--- config.mk ---
export PLATFORM = sky130hd
export DESIGN_NAME = jef_stitch_stream_decoder_core_flat
export DESIGN_NICKNAME = d
export VERILOG_FILES = /design/src/hw/rtl/jsd_pkg.sv /design/src/hw/rtl/jsd_byte_if.sv /design/src/hw/rtl/jsd_record_if.sv /design/src/hw/rtl/jsd_stitch_core_top.sv /design/src/hw/rtl/jsd_decode.sv /design/src/flat_wrapper.sv
export SDC_FILE = /design/constraint.sdc
export NUM_CORES = 1
export LEC_CHECK = 0
export BUFFER_PORTS_ARGS = -buffer_cell sky130_fd_sc_hd__buf_2
export CORE_ASPECT_RATIO = 1.1
export CORE_MARGIN = 2
export CORE_UTILIZATION = 45
export DETAILED_ROUTE_END_ITERATION = 12
export GPL_TIMING_DRIVEN = 0
export PLACE_DENSITY_LB_ADDON = 0.12
export SYNTH_ARGS = -nofsm -noshare
export SYNTH_HDL_FRONTEND = slang
export SYNTH_HIERARCHICAL = 1
export SYNTH_SLANG_ARGS = --single-unit
--- constraint.sdc ---
create_clock -name clk -period 4.2 [get_ports clk]
set_input_delay 0 -clock clk [delete_from_list [all_inputs] [get_ports clk]]
set_output_delay 0 -clock clk [all_outputs]
set_load 0.05 [all_outputs]
--- src/hw/rtl/jsd_pkg.sv ---
// ----------------------------------------------------------------------------
// JEF stitch decoder package
// Shared constants and types of the stitch stream decoder.
// ----------------------------------------------------------------------------
`default_nettype none

package jsd_pkg;

	localparam int unsigned COUNT_W = 25;

	localparam logic [7:0] ESCAPE_BYTE = 8'h80;
	localparam logic [7:0] END_CODE    = 8'h10;
	localparam logic [7:0] TRIM_CODE_A = 8'h02;
	localparam logic [7:0] TRIM_CODE_B = 8'h04;
	localparam logic [7:0] TRIM_CODE_C = 8'h06;

	localparam logic [COUNT_W-1:0] LIMIT_RESET = 25'd16777315;
	localparam logic [COUNT_W-1:0] COUNT_MAX   = {COUNT_W{1'b1}};

	localparam logic [1:0] KIND_NORMAL = 2'd0;
	localparam logic [1:0] KIND_STOP   = 2'd1;
	localparam logic [1:0] KIND_TRIM   = 2'd2;
	localparam logic [1:0] KIND_END    = 2'd3;

	localparam logic [1:0] PH_FIRST      = 2'd0;
	localparam logic [1:0] PH_SECOND     = 2'd1;
	localparam logic [1:0] PH_RAW_FIRST  = 2'd2;
	localparam logic [1:0] PH_RAW_SECOND = 2'd3;

	typedef struct packed {
		logic [7:0] data_byte;
		logic       stream_start;
	} byte_item_t;

	typedef struct packed {
		logic signed [7:0] step_x;
		logic signed [7:0] step_y;
		logic [1:0]        record_kind;
	} record_t;

endpackage

`default_nettype wire

--- src/hw/rtl/jsd_byte_if.sv ---
// ----------------------------------------------------------------------------
// Byte channel
// Valid/ready channel that carries one raw byte of the stitch area per word.
// ----------------------------------------------------------------------------
`default_nettype none

interface jsd_byte_if;
	logic       valid;
	logic       ready;
	logic [7:0] data_byte;
	logic       stream_start;

	modport source (output valid, output data_byte, output stream_start, input ready);
	modport sink (input valid, input data_byte, input stream_start, output ready);
endinterface

`default_nettype wire

--- src/hw/rtl/jsd_record_if.sv ---
// ----------------------------------------------------------------------------
// Record channel
// Valid/ready channel that carries one decoded stitch record per word.
// ----------------------------------------------------------------------------
`default_nettype none

interface jsd_record_if;
	logic              valid;
	logic              ready;
	logic signed [7:0] step_x;
	logic signed [7:0] step_y;
	logic [1:0]        record_kind;

	modport source (output valid, output step_x, output step_y, output record_kind,
		input ready);
	modport sink (input valid, input step_x, input step_y, input record_kind,
		output ready);
endinterface

`default_nettype wire

--- src/hw/rtl/jsd_stitch_core_top.sv ---
// ----------------------------------------------------------------------------
// JEF stitch stream decoder core
// Pairs raw stitch-area bytes into normal, stop, trim and end records.
// ----------------------------------------------------------------------------
//   channel        dir   word
//   bytes          in    data_byte, stream_start
//   records        out   step_x, step_y, record_kind
//   record_limit   in    write enable and 25-bit write data
//
// One byte is accepted per cycle unless the byte channel stalls; the byte that
// completes a record passes the byte register and then the record register.
// Reset clears the pairing state, the record count and the finished flag, and
// loads the record limit with 16777315.
// A stalled record register holds the byte register, and the byte channel
// stalls only when both registers are full.
// ----------------------------------------------------------------------------
`default_nettype none

module jef_stitch_stream_decoder_core
	import jsd_pkg::*;
(
	input  wire logic               clk,
	input  wire logic               arst_n,
	jsd_byte_if.sink                bytes,
	jsd_record_if.source            records,
	input  wire logic               record_limit_we,
	input  wire logic [COUNT_W-1:0] record_limit_wdata
);

	logic [COUNT_W-1:0] limit_q;
	logic               valid_s1;
	byte_item_t         item_s1;
	logic               out_valid_q;
	record_t            out_rec_q;
	logic               advance;
	logic               emit;
	record_t            rec;

	assign advance     = valid_s1 && (!out_valid_q || records.ready);
	assign bytes.ready = !valid_s1 || advance;

	always_ff @(posedge clk or negedge arst_n) begin
		if (!arst_n) begin
			limit_q <= LIMIT_RESET;
		end else if (record_limit_we) begin
			limit_q <= record_limit_wdata;
		end
	end

	always_ff @(posedge clk or negedge arst_n) begin
		if (!arst_n) begin
			valid_s1 <= 1'b0;
		end else if (bytes.valid && bytes.ready) begin
			valid_s1 <= 1'b1;
		end else if (advance) begin
			valid_s1 <= 1'b0;
		end
	end

	always_ff @(posedge clk) begin
		if (bytes.valid && bytes.ready) begin
			item_s1.data_byte    <= bytes.data_byte;
			item_s1.stream_start <= bytes.stream_start;
		end
	end

	jsd_decode u_decode (
		.clk          (clk),
		.arst_n       (arst_n),
		.advance      (advance),
		.item         (item_s1),
		.record_limit (limit_q),
		.emit         (emit),
		.rec          (rec)
	);

	always_ff @(posedge clk or negedge arst_n) begin
		if (!arst_n) begin
			out_valid_q <= 1'b0;
		end else if (advance) begin
			out_valid_q <= emit;
		end else if (records.ready) begin
			out_valid_q <= 1'b0;
		end
	end

	always_ff @(posedge clk) begin
		if (advance && emit) begin
			out_rec_q <= rec;
		end
	end

	assign records.valid       = out_valid_q;
	assign records.step_x      = out_rec_q.step_x;
	assign records.step_y      = out_rec_q.step_y;
	assign records.record_kind = out_rec_q.record_kind;

`ifndef SYNTHESIS
	a_end_has_zero_steps: assert property (@(posedge clk) disable iff (!arst_n)
		(out_valid_q && out_rec_q.record_kind == KIND_END) |->
		(out_rec_q.step_x == 8'sd0 && out_rec_q.step_y == 8'sd0))
		else $error("end record with nonzero steps");

	a_stall_only_when_full: assert property (@(posedge clk) disable iff (!arst_n)
		!bytes.ready |-> (valid_s1 && out_valid_q && !records.ready))
		else $error("byte channel stalled with room in the pipeline");

	a_record_from_advance: assert property (@(posedge clk) disable iff (!arst_n)
		$rose(out_valid_q) |-> $past(advance && emit))
		else $error("record appeared without a decoded byte");
`endif

endmodule

`default_nettype wire

--- src/hw/rtl/jsd_decode.sv ---
// ----------------------------------------------------------------------------
// Stitch pair decoder
// Holds the pairing state and turns one registered byte into at most one record.
// ----------------------------------------------------------------------------
`default_nettype none

module jsd_decode
	import jsd_pkg::*;
(
	input  wire logic               clk,
	input  wire logic               arst_n,
	input  wire logic               advance,
	input  wire byte_item_t         item,
	input  wire logic [COUNT_W-1:0] record_limit,
	output logic                    emit,
	output record_t                 rec
);

	logic [1:0]         phase_q, phase_e, phase_d;
	logic [7:0]         held_q, held_e, held_d;
	logic [1:0]         pend_q, pend_e, pend_d;
	logic [COUNT_W-1:0] count_q, count_e, count_d;
	logic               fin_q, fin_e, fin_d;
	logic               is_esc;
	logic               is_trim;

	always_comb begin
		if (item.stream_start) begin
			phase_e = PH_FIRST;
			held_e  = 8'd0;
			pend_e  = KIND_NORMAL;
			count_e = '0;
			fin_e   = 1'b0;
		end else begin
			phase_e = phase_q;
			held_e  = held_q;
			pend_e  = pend_q;
			count_e = count_q;
			fin_e   = fin_q;
		end
	end

	assign is_esc  = (held_e == ESCAPE_BYTE);
	assign is_trim = (item.data_byte == TRIM_CODE_A) || (item.data_byte == TRIM_CODE_B)
		|| (item.data_byte == TRIM_CODE_C);

	always_comb begin
		phase_d = phase_e;
		held_d  = held_e;
		pend_d  = pend_e;
		fin_d   = fin_e;
		emit    = 1'b0;
		rec.step_x      = $signed(held_e);
		rec.step_y      = $signed(item.data_byte);
		rec.record_kind = KIND_NORMAL;
		if (!fin_e) begin
			case (phase_e)
				PH_FIRST: begin
					if (count_e < record_limit) begin
						held_d  = item.data_byte;
						phase_d = PH_SECOND;
					end
				end
				PH_SECOND: begin
					phase_d = PH_FIRST;
					if (is_esc && item.data_byte[0]) begin
						pend_d  = KIND_STOP;
						phase_d = PH_RAW_FIRST;
					end else if (is_esc && is_trim) begin
						pend_d  = KIND_TRIM;
						phase_d = PH_RAW_FIRST;
					end else if (is_esc && (item.data_byte == END_CODE)) begin
						fin_d           = 1'b1;
						emit            = 1'b1;
						rec.step_x      = 8'sd0;
						rec.step_y      = 8'sd0;
						rec.record_kind = KIND_END;
					end else begin
						emit = 1'b1;
					end
				end
				PH_RAW_FIRST: begin
					held_d  = item.data_byte;
					phase_d = PH_RAW_SECOND;
				end
				default: begin
					phase_d         = PH_FIRST;
					pend_d          = KIND_NORMAL;
					emit            = 1'b1;
					rec.record_kind = pend_e;
				end
			endcase
		end
		count_d = (emit && (count_e != COUNT_MAX)) ? count_e + 1'b1 : count_e;
	end

	always_ff @(posedge clk or negedge arst_n) begin
		if (!arst_n) begin
			phase_q <= PH_FIRST;
			held_q  <= 8'd0;
			pend_q  <= KIND_NORMAL;
			count_q <= '0;
			fin_q   <= 1'b0;
		end else if (advance) begin
			phase_q <= phase_d;
			held_q  <= held_d;
			pend_q  <= pend_d;
			count_q <= count_d;
			fin_q   <= fin_d;
		end
	end

`ifndef SYNTHESIS
	a_no_emit_after_end: assert property (@(posedge clk) disable iff (!arst_n)
		(fin_q && !item.stream_start) |-> !emit)
		else $error("record produced after the end record");

	a_raw_kind_pending: assert property (@(posedge clk) disable iff (!arst_n)
		(phase_q == PH_RAW_FIRST || phase_q == PH_RAW_SECOND) |->
		(pend_q == KIND_STOP || pend_q == KIND_TRIM))
		else $error("raw pair in progress without a stop or trim kind");

	a_count_saturates: assert property (@(posedge clk) disable iff (!arst_n)
		(advance && !item.stream_start && count_q == COUNT_MAX) |=> count_q == COUNT_MAX)
		else $error("record count wrapped");
`endif

endmodule

`default_nettype wire

--- src/flat_wrapper.sv ---
// flat-port wrapper written by rule: the top's interface ports become plain ports
module jef_stitch_stream_decoder_core_flat import jsd_pkg::*;
  (clk, arst_n, record_limit_we, record_limit_wdata, bytes_valid, bytes_data_byte, bytes_stream_start, bytes_ready, records_valid, records_step_x, records_step_y, records_record_kind, records_ready);
  jsd_byte_if bytes_i ();
  jsd_record_if records_i ();
  input  wire logic clk;
  input  wire logic arst_n;
  input  wire logic record_limit_we;
  input  wire logic [COUNT_W-1:0] record_limit_wdata;
  input wire logic [$bits(bytes_i.valid)-1:0] bytes_valid;
  input wire logic [$bits(bytes_i.data_byte)-1:0] bytes_data_byte;
  input wire logic [$bits(bytes_i.stream_start)-1:0] bytes_stream_start;
  output wire logic [$bits(bytes_i.ready)-1:0] bytes_ready;
  output wire logic [$bits(records_i.valid)-1:0] records_valid;
  output wire logic [$bits(records_i.step_x)-1:0] records_step_x;
  output wire logic [$bits(records_i.step_y)-1:0] records_step_y;
  output wire logic [$bits(records_i.record_kind)-1:0] records_record_kind;
  input wire logic [$bits(records_i.ready)-1:0] records_ready;
  assign bytes_i.valid = bytes_valid;
  assign bytes_i.data_byte = bytes_data_byte;
  assign bytes_i.stream_start = bytes_stream_start;
  assign bytes_ready = bytes_i.ready;
  assign records_valid = records_i.valid;
  assign records_step_x = records_i.step_x;
  assign records_step_y = records_i.step_y;
  assign records_record_kind = records_i.record_kind;
  assign records_i.ready = records_ready;
  jef_stitch_stream_decoder_core u_core (.clk(clk), .arst_n(arst_n), .bytes(bytes_i), .records(records_i), .record_limit_we(record_limit_we), .record_limit_wdata(record_limit_wdata));
endmodule
Word-level counts from Yosys, hierarchy flattened
Index checks and enable logic that the tools add are counted.
Word-level totals
  flip-flop bits (word level): 92
  output and inout port bits: 20
Cells by class
  add/sub/neg operators: 1
  order comparisons: 1
  equality and inequality tests: 8
  multiplexer cells: 37
  reductions and logical operators: 17
Operators by type and width (count)
  18-bit two-way mux: 4
  25-bit two-way mux: 2
  25-bit by 1-bit adder with 25-bit output (second input constant): 1
  25-bit less-than comparator: 1
  25-bit inequality test (second input constant): 1
  8-bit two-way mux: 3
  2-bit two-way mux: 9
  8-bit by 3-bit == test with 1-bit output (second input constant): 2
  16-bit two-way mux: 1
  8-bit case mux with 2 select lines: 1
  1-bit two-way mux: 13
  8-bit by 2-bit == test with 1-bit output (second input constant): 1
  8-bit by 5-bit == test with 1-bit output (second input constant): 1
  8-bit == test (second input constant): 1
  2-bit case mux with 2 select lines: 2
  1-bit logical AND: 7
  2-bit case mux with 3 select lines: 1
  1-bit logical OR: 4
  2-bit nonzero test: 2
  2-bit by 1-bit == test with 1-bit output (second input constant): 1
  2-bit == test (second input constant): 1
  1-bit zero test: 2
  2-bit zero test: 1
  1-bit case mux with 2 select lines: 1
  2-bit OR reduction: 1

Depth between registers and ports, before layout
Gate-level depths: netlist of run 1.
  depth in word-level cells: 10
  depth in mapped cells: 14

Cells and area by module
Netlist of run 1, hierarchy kept.
By module, submodules not included
  jsd_decode: times used 1, cells each 378, area each 3168.0 µm²
  jef_stitch_stream_decoder_core: times used 1, cells each 90, area each 1946.9 µm²

Least setup slack after synthesis of run 1
Ideal clock, no wire load.
  path type: register to register
  from: register u_core/item_s1[0] (netlist name)
  to: register u_core.u_decode.held_q[0]
  setup time: 0.121 ns
  arrival time: 3.120 ns
  data required time: 4.079 ns
  slack: 0.959 ns
  cell stages (with the launch flop): 15
  clock period less this slack: 3.241 ns
  cells stage by stage: edfxtp_1 -> buf_4 -> buf_2 -> clkbuf_1 -> clkbuf_1 -> clkbuf_1 -> nor2b_1 -> ha_1 -> nor4bb_1 -> o21ai_0 -> o211ai_1 -> or3_4 -> a2111oi_2 -> nor2_1 -> a22o_1
Between the ends
  cells in the longest elaborated chain, start to end: 5
  elaborated cells between the ends (all ways): 10
  those cells by class: order compare (1); eq/ne (1); mux (7); reduce/logical (1)
RTL lines
  start: declaration: line jsd_stitch_core_top.sv:32  | byte_item_t item_s1;
  25-bit two-way mux: line jsd_decode.sv:28  | if (item.stream_start) begin
  25-bit less-than comparator: line jsd_decode.sv:59  | if (count_e < record_limit) begin
  8-bit two-way mux: line jsd_decode.sv:59
  8-bit case mux with 2 select lines: line jsd_decode.sv:57  | case (phase_e)
  8-bit two-way mux (*): line jsd_decode.sv:56  | if (!fin_e) begin
  end signal: assignment: line jsd_decode.sv:106  | held_q <= held_d;
  end: declaration: line jsd_decode.sv:20  | logic [7:0] held_q, held_e, held_d;
Every way passes the cells marked *; elsewhere a longest branch is shown, timed or not.
A chain may end at the register's enable or synchronous reset.

Final worst setup path of run 1
  from: register u_core/item_s1[0] (netlist name)
  to: register u_core.u_decode.held_q[2]
Same word-level chain as after synthesis.

==> results.md, run 1 <==
- CTS tree: built
- Via count: 3892
- Clock skew: 0.005309 ns
- Crit Path Max Fanout: 19
- Total GRT Usage: 20.37%
- Critical Path End Type: flop
- Area leader, netlist: dfrtp_1
- Final Max Slew Viols: 0
- Most used DFF post-synth: dfrtp_1
- Arrival @ worst endpoint: 4.10 ns
- Tot Pwr: 0.002341 W
- DRT Wirelength: 11680 um
- Clock transition at path regs: 0.07 ns
- Setup Fix Bufs, Post-CTS: 0
- GPL Wtd Cong: 0.8146
- Total CTS buffers: 9
- R2R Path End: u_core/u_decode/held_q[2]$_DFFE_PN0P_
- Final min period: 3.879 ns
- Top-Level Pins: 59
- CTS Sinks: 92
- Core region area: 11010 um2
- Distinct cell type count after synthesis: 70
- Synth async-reset ratio: 70.65%
- Critical path class: flop to flop
- Critical Path RT: 4.42 ns
- FF+latch area: 2444 um2
- Min-Delay Path Depth: 3
- Count leader, synth: dfrtp_1
- Most used cell along the critical path: clkbuf_2
- Slowest cell delay on critical path: 0.44 ns
- Pre-antenna DRT Iters: 4
- H-tree levels: 3
- Worst R2R Setup Slack: 0.32 ns
- Initial Util: 46.45%
- Max Freq: 257.8 MHz
- Fin. Hold Viols: 0
- First DRT Iteration DRCs: 205
- Largest net degree at the start of global routing: 66
- Leak: 2.755 nW
- Die footprint: 12240 um2
- DP HPWL: 8160 um
- Clock Latency Late Sink: 0.34 ns
- Power density over the cells: 370.4 nW/um2
- Synthesized area: 5115 um2
- Hold path start: record_limit_we
- Worst Slack Setup Final: 0.3214 ns
- Crit-path cells: buf_4 -> buf_2 -> clkbuf_2 -> clkbuf_2 -> nor2b_1 -> ha_1 -> nand4_1 -> nor3_1 -> o31ai_1 -> o211ai_1 -> a21oi_4 -> and2_2 -> a221o_1
- Reg-to-Reg Start: u_core/item_s1[0]$_DFFE_PP_
- RSZ-0062 raised after global routing: false
- Slew @ Worst Pin: 0.8926 ns
- Vias per inst: 5.332
- Share of layout cells above drive strength 1: 23.16%
- Maximum vdd drop: 0.0001889 V
- Syn Inst Count: 468
- Final ANT Viol Nets: 0
- Register area share after synthesis: 47.77%
- Synthesized area per cell: 10.93 um2
- Slowest cell on the critical path: clkbuf_2
- Initial antenna violation count: 0
- Max-Cap Viols: 0
- Startpoint class of the critical path: flop
- CTS root buf: clkbuf_16
- Die H: 115.8 um
- Hold Path Class: primary input to flop
- Rel. slew slack: 40.23%
- Multi-input logic area: 2401 um2
- Synth top area share: 29.35%
- WL per Instance: 16.00 um
- First-pass GRT wire length: 19420 um
- Longest Clk Path Bufs: 2
- Synthesized flop and latch total: 92
- DRC: 0
- Antenna cells: 0
- Vias in the first global route: 3829
- Port Buffer Count: 57
- Worst slack, placed: -0.3412 ns
- Hold worst-path end: u_core/limit_q[14]$_DFFE_PN0P_
- Synthesis-to-layout area growth: 23.56%
- Global route total overflow: 0
- Net Count, Synth: 528
- R2R depth: 13
- NumNets Final: 638
- Final setup vio count: 0
- Number of flops mapped to enable cells by yosys: 27
- Filler Cell Count: 990
- # rows: 40
- Die X: 105.7 um
- Leading cell types by count after synthesis: 60 x dfrtp_1, 50 x nand2_1, 32 x nor2b_1
- Status: complete, no violations
- Synth top area cells: dfrtp_1 29%, edfxtp_1 16%, mux2_4 5.9%
- Synth warn: 6
- Final Cycle Share: 92.35%
layout make-up:
| cell class | count | share of cell area, % |
|---|---|---|
| multi-input cells | 318 | 37.99 |
| well taps | 147 | 2.910 |
| flip-flops and latches | 92 | 38.67 |
| clock buffers | 10 | 3.623 |
| clock inverters | 6 | 1.148 |
| plain buffers | 25 | 2.396 |
| repair buffers | 100 | 11.36 |
| inverters | 32 | 1.901 |
per-layer routing:
layer	track usage (%)	up-vias	part of all wire, %
met3	3.543	8	3.0
met5	0	-	0
met4	5.614	0	0.82
li1	-	1895	-
met1	27.18	1924	46
met2	34.58	65	50
worst max-delay path, delay by kind of cell, from the launching register on:
| kind | cells | cell delay (ns) |
|---|---|---|
| AO/OA/AOI/OAI | 4 | 0.91 |
| adder cells (fa/ha/maj) | 1 | 0.33 |
| buffers and inverters | 4 | 1.24 |
| flip-flops | 1 | 0.32 |
| AND/OR/NAND/NOR | 4 | 0.93 |
flip-flops by register name, summed over array words and instances, names as in the netlist:
name,cells
u_core/item_s1,9
u_core/limit_q,25
u_core/records.record_kind,2
u_core/records.step_x,8
u_core/records.step_y,8
u_core/records.valid,1
u_core/u_decode/count_q,25
u_core/u_decode/fin_q,1
u_core/u_decode/held_q,8
u_core/u_decode/pend_q,2
u_core/u_decode/phase_q,2
u_core/valid_s1,1
placed cells by master, fill, tap and decap left out, drive strengths merged, types with 4 or more instances in the layout:
master       Yosys  layout
edfxtp          27      27
and4             6       6
o32ai            5       5
nor3             6       6
o22ai            4       4
a211oi           5       5
and2             7       7
a21oi           16      16
nand2b           7       7
mux2            25      25
nor2            23      23
xor2            13      13
xnor2            8       8
nor2b           32      32
nand4           10      10
o211ai           4       4
o21ai           10      10
clkinv           1       4
nand3           14      14
dfrtp           60      60
nand2           51      51
buf              9      66
ha              21      21
inv             31      32
dfstp            5       5
dlygate4sd3      0      43
a221o            6       6
clkbuf          17      26
stage by stage:
| step | cell area, um2 | hold slack [ns] | util, % | std cells | setup TNS, ns |
|---|---|---|---|---|---|
| detailed placement | 5589 | 0.1703 | 50.76 | 672 | -2.421 |
| global route | 6320 | 0.1304 | 57.40 | 730 | 0 |
| global placement | 5584 | 0.1781 | 50.72 | 672 | -2.621 |
| CTS | 6320 | 0.1192 | 57.40 | 730 | 0 |
| finish | 6320 | 0.1278 | 57.40 | 730 | 0 |
| floorplan | 5115 | -0.2956 | - | 468 | 0 |
power breakdown:
group	switching, W	internal (W)
logic	0.000250	0.000188
clock network	0.000360	0.000467
registers	0.0000569	0.00102
total	0.000666	0.00167
what timing repair did:
| item | 4_1_cts | 5_1_grt |
|---|---|---|
| resized for setup | 2 | 0 |
| hold buffers | 43 | 0 |
| setup endpoints to repair | 9 | 0 |
| hold endpoints to repair | 96 | 0 |
kinds of logic after synthesis:
logic type / share of synthesized area (%)
flip-flops: 47.77
XOR/XNOR: 3.596
AND/OR/NAND/NOR: 19.03
buffers and inverters: 5.332
adder cells (fa/ha/maj): 5.357
AO/OA/AOI/OAI: 11.55
multiplexers: 7.363
worst max-delay path by stage:
stage | start | to | depth (start not counted)
CTS | u_core/item_s1[0]$_DFFE_PP_ | u_core/u_decode/held_q[2]$_DFFE_PN0P_ | 13
detailed placement | u_core/item_s1[0]$_DFFE_PP_ | u_core/u_decode/held_q[2]$_DFFE_PN0P_ | 14
global route | u_core/item_s1[0]$_DFFE_PP_ | u_core/u_decode/held_q[7]$_DFFE_PN0P_ | 13
floorplan | u_core/item_s1[0]$_DFFE_PP_ | u_core/u_decode/held_q[0]$_DFFE_PN0P_ | 14
global placement | u_core/item_s1[0]$_DFFE_PP_ | u_core/u_decode/held_q[4]$_DFFE_PN0P_ | 14
finish | u_core/item_s1[0]$_DFFE_PP_ | u_core/u_decode/held_q[2]$_DFFE_PN0P_ | 13
Note: power is estimated with default switching activity, not from simulation.
==> inputs of run 2 (changes only) <==
==> constraint.sdc (replaced) <==
create_clock -name clk -period 4.9 [get_ports clk]
set_input_delay 0 -clock clk [delete_from_list [all_inputs] [get_ports clk]]
set_output_delay 0 -clock clk [all_outputs]
set_load 0.05 [all_outputs]
==> results.md, run 2 (same netlist as run 1, synthesis figures left out) <==
- Most frequent cells in the layout: 60 x dfrtp_1, 59 x buf_2, 50 x nand2_1, 43 x dlygate4sd3_1 (unchanged)
- Die H: 115.8 um (unchanged)
- H-tree levels: 3 (unchanged)
- Setup TNS: 0 ns (unchanged)
- Die footprint: 12240 um2 (unchanged)
- Initial Util: 46.45% (unchanged)
- Top-Level Pins: 59 (unchanged)
- Critical Path RT: 5.13 ns (was 4.42 ns)
- Reg-to-Reg Start: u_core/item_s1[0]$_DFFE_PP_ (unchanged)
- R2R depth: 14 (was 13)
- Crit Path Max Fanout: 10 (was 19)
- Global route total overflow: 0 (unchanged)
- Port Buffer Count: 57 (unchanged)
- Placed Area: 5589 um2 (unchanged)
- Die X: 105.7 um (unchanged)
- Startpoint class of the critical path: flop (unchanged)
- Largest net degree at the start of global routing: 66 (unchanged)
- Worst R2R Setup Slack: 0.49 ns (was 0.32 ns)
- Maximum vdd drop: 0.0001614 V (was 0.0001889 V)
- Vias per inst: 5.367 (was 5.332)
- Slowest cell on the critical path: clkbuf_1 (was clkbuf_2)
- Initial antenna violation count: 0 (unchanged)
- Leak: 2.753 nW (was 2.755 nW)
- Post-route design area: 6322 um2 (was 6320 um2)
- Arrival @ worst endpoint: 4.63 ns (was 4.10 ns)
- Pre-antenna DRT Iters: 5 (was 4)
- Synthesis-to-layout area growth: 23.61% (was 23.56%)
- Worst Setup EP: u_core/u_decode/held_q[2]$_DFFE_PN0P_ (unchanged)
- Final min period: 4.406 ns (was 3.879 ns)
- Clock transition at path regs: 0.07 ns (about the same)
- Largest registers: u_core/limit_q x25, u_core/u_decode/count_q x25, u_core/item_s1 x9 (unchanged)
- Clock Latency Late Sink: 0.34 ns (about the same)
- Most used cell along the critical path: clkbuf_1 (was clkbuf_2)
- Final ANT Viol Nets: 0 (unchanged)
- Final Cycle Share: 89.93% (was 92.35%)
- CTS root buf: clkbuf_16 (unchanged)
- Worst slack, placed: 0.3588 ns (was -0.3412 ns)
- Slew @ Worst Pin: 0.8930 ns (was 0.8926 ns)
- Critical Path Source: u_core/item_s1[0]$_DFFE_PP_ (unchanged)
- Max Freq: 226.9 MHz (was 257.8 MHz)
- Core region area: 11010 um2 (unchanged)
- Crit-path cells: buf_4 -> buf_2 -> clkbuf_1 -> clkbuf_1 -> clkbuf_2 -> nor2b_1 -> ha_1 -> nand4_1 -> nor3_1 -> o31ai_1 -> o211ai_1 -> a21oi_4 -> and2_2 -> a221o_1 (was buf_4 -> buf_2 -> clkbuf_2 -> clkbuf_2 -> nor2b_1 -> ha_1 -> nand4_1 -> nor3_1 -> o31ai_1 -> o211ai_1 -> a21oi_4 -> and2_2 -> a221o_1)
- Total CTS buffers: 9 (unchanged)
- R2R Path End: u_core/u_decode/held_q[2]$_DFFE_PN0P_ (unchanged)
- Share of layout cells above drive strength 1: 22.95% (was 23.16%)
- NumNets Final: 639 (was 638)
- Power density over the cells: 317.6 nW/um2 (was 370.4 nW/um2)
- GPL Wtd Cong: 0.8146 (unchanged)
- Final Max Slew Viols: 0 (unchanged)
- Filler Cell Count: 988 (was 990)
- Rel. slew slack: 40.20% (was 40.23%)
- Via count: 3923 (was 3892)
- First DRT Iteration DRCs: 222 (was 205)
- Hold Path Class: primary input to flop (unchanged)
- Fin. Hold Viols: 0 (unchanged)
- DRT Wirelength: 11730 um (was 11680 um)
- Max-Cap Viols: 0 (unchanged)
- Clock skew: 0.005489 ns (was 0.005309 ns)
- Total GRT Usage: 20.48% (was 20.37%)
- Slowest cell delay on critical path: 0.51 ns (was 0.44 ns)
- CTS tree: built (unchanged)
- Longest Clk Path Bufs: 2 (unchanged)
- Worst Slack Setup Final: 0.4935 ns (was 0.3214 ns)
- Most common cell after layout, fill and taps aside: dfrtp_1 (unchanged)
- Vias in the first global route: 3847 (was 3829)
- Critical Path End Type: flop (unchanged)
- First-pass GRT wire length: 19500 um (was 19420 um)
- DP HPWL: 8160 um (unchanged)
- # rows: 40 (unchanged)
- RSZ-0062 raised after global routing: false (unchanged)
- CTS Sinks: 92 (unchanged)
- Antenna cells: 0 (unchanged)
- Critical path class: flop to flop (unchanged)
- Final setup vio count: 0 (unchanged)
- Status: complete, no violations (unchanged)
- WL per Instance: 16.04 um (was 16.00 um)
- DRC: 0 (unchanged)
## run 2: timing repair
| item | CTS | global route |
|---|---|---|
| resized for setup | 0 | 2 |
| setup buffers | 0 | 0 |
| hold endpoints to repair | 96 | 0 |
| hold buffers | 43 | 0 |
| endpoints found under the setup margin | 0 | 3 |
## run 2: power breakdown
part | internal (W) | total (W) | switching, W
Clock | 0.000400 | 0.000710 | 0.000309
Sequential | 0.000873 | 0.000922 | 0.0000486
Combinational | 0.000162 | 0.000376 | 0.000215
Total | 0.00144 | 0.00201 | 0.000573
## run 2: cell type report
cell class	instances	area [um2]	share of cell area [%]
sequential	92	2444	38.65
clock inverter	6	72.57	1.148
tap	147	183.9	2.909
multi-input combinational	318	2401	37.98
timing repair buffer	100	718.2	11.36
clock buffer	10	229.0	3.622
inverter	32	120.1	1.900
buffer	26	153.9	2.434
## run 2: how the worst min path moves through the flow
stage | depth (start not counted) | from | to | slack, ns
after floorplan | 0 | arst_n | u_core/limit_q[10]$_DFFE_PN0P_ | -0.30
after global placement | 1 | bytes_data_byte[6] | u_core/item_s1[7]$_DFFE_PP_ | 0.18
after detailed placement | 1 | arst_n | u_core/limit_q[14]$_DFFE_PN0P_ | 0.17
after CTS | 3 | record_limit_we | u_core/limit_q[20]$_DFFE_PN0P_ | 0.12
after global routing | 3 | record_limit_we | u_core/limit_q[22]$_DFFE_PN0P_ | 0.13
final | 3 | record_limit_we | u_core/limit_q[14]$_DFFE_PN0P_ | 0.13
## run 2: through the flow
step | hold WS (ns) | cells | utilization (%) | power (W)
after global placement | 0.1781 | 672 | 50.72 | 0.001273
after detailed placement | 0.1703 | 672 | 50.76 | 0.001282
after floorplan | -0.2956 | 468 | - | 0.001178
after CTS | 0.1192 | 731 | 57.41 | 0.002034
final | 0.1290 | 731 | 57.42 | 0.002008
after global routing | 0.1304 | 731 | 57.42 | 0.002104
## run 2: per-layer routing
layer | wire [um] | up-vias | track usage [%]
li1 | - | 1903 | -
met1 | 5262 | 1924 | 27.22
met2 | 5952 | 88 | 34.88
met3 | 414 | 8 | 3.543
met4 | 96 | 0 | 5.702
met5 | 0 | - | 0
## run 2: critical path: cells and delay by family (launching register included)
family | cells | cell delay, ns
buffers and inverters | 5 | 1.79
DFF | 1 | 0.32
and+or+nand+nor | 4 | 0.92
AOI/OAI and AO/OA | 4 | 0.92
adders and majority gates | 1 | 0.33
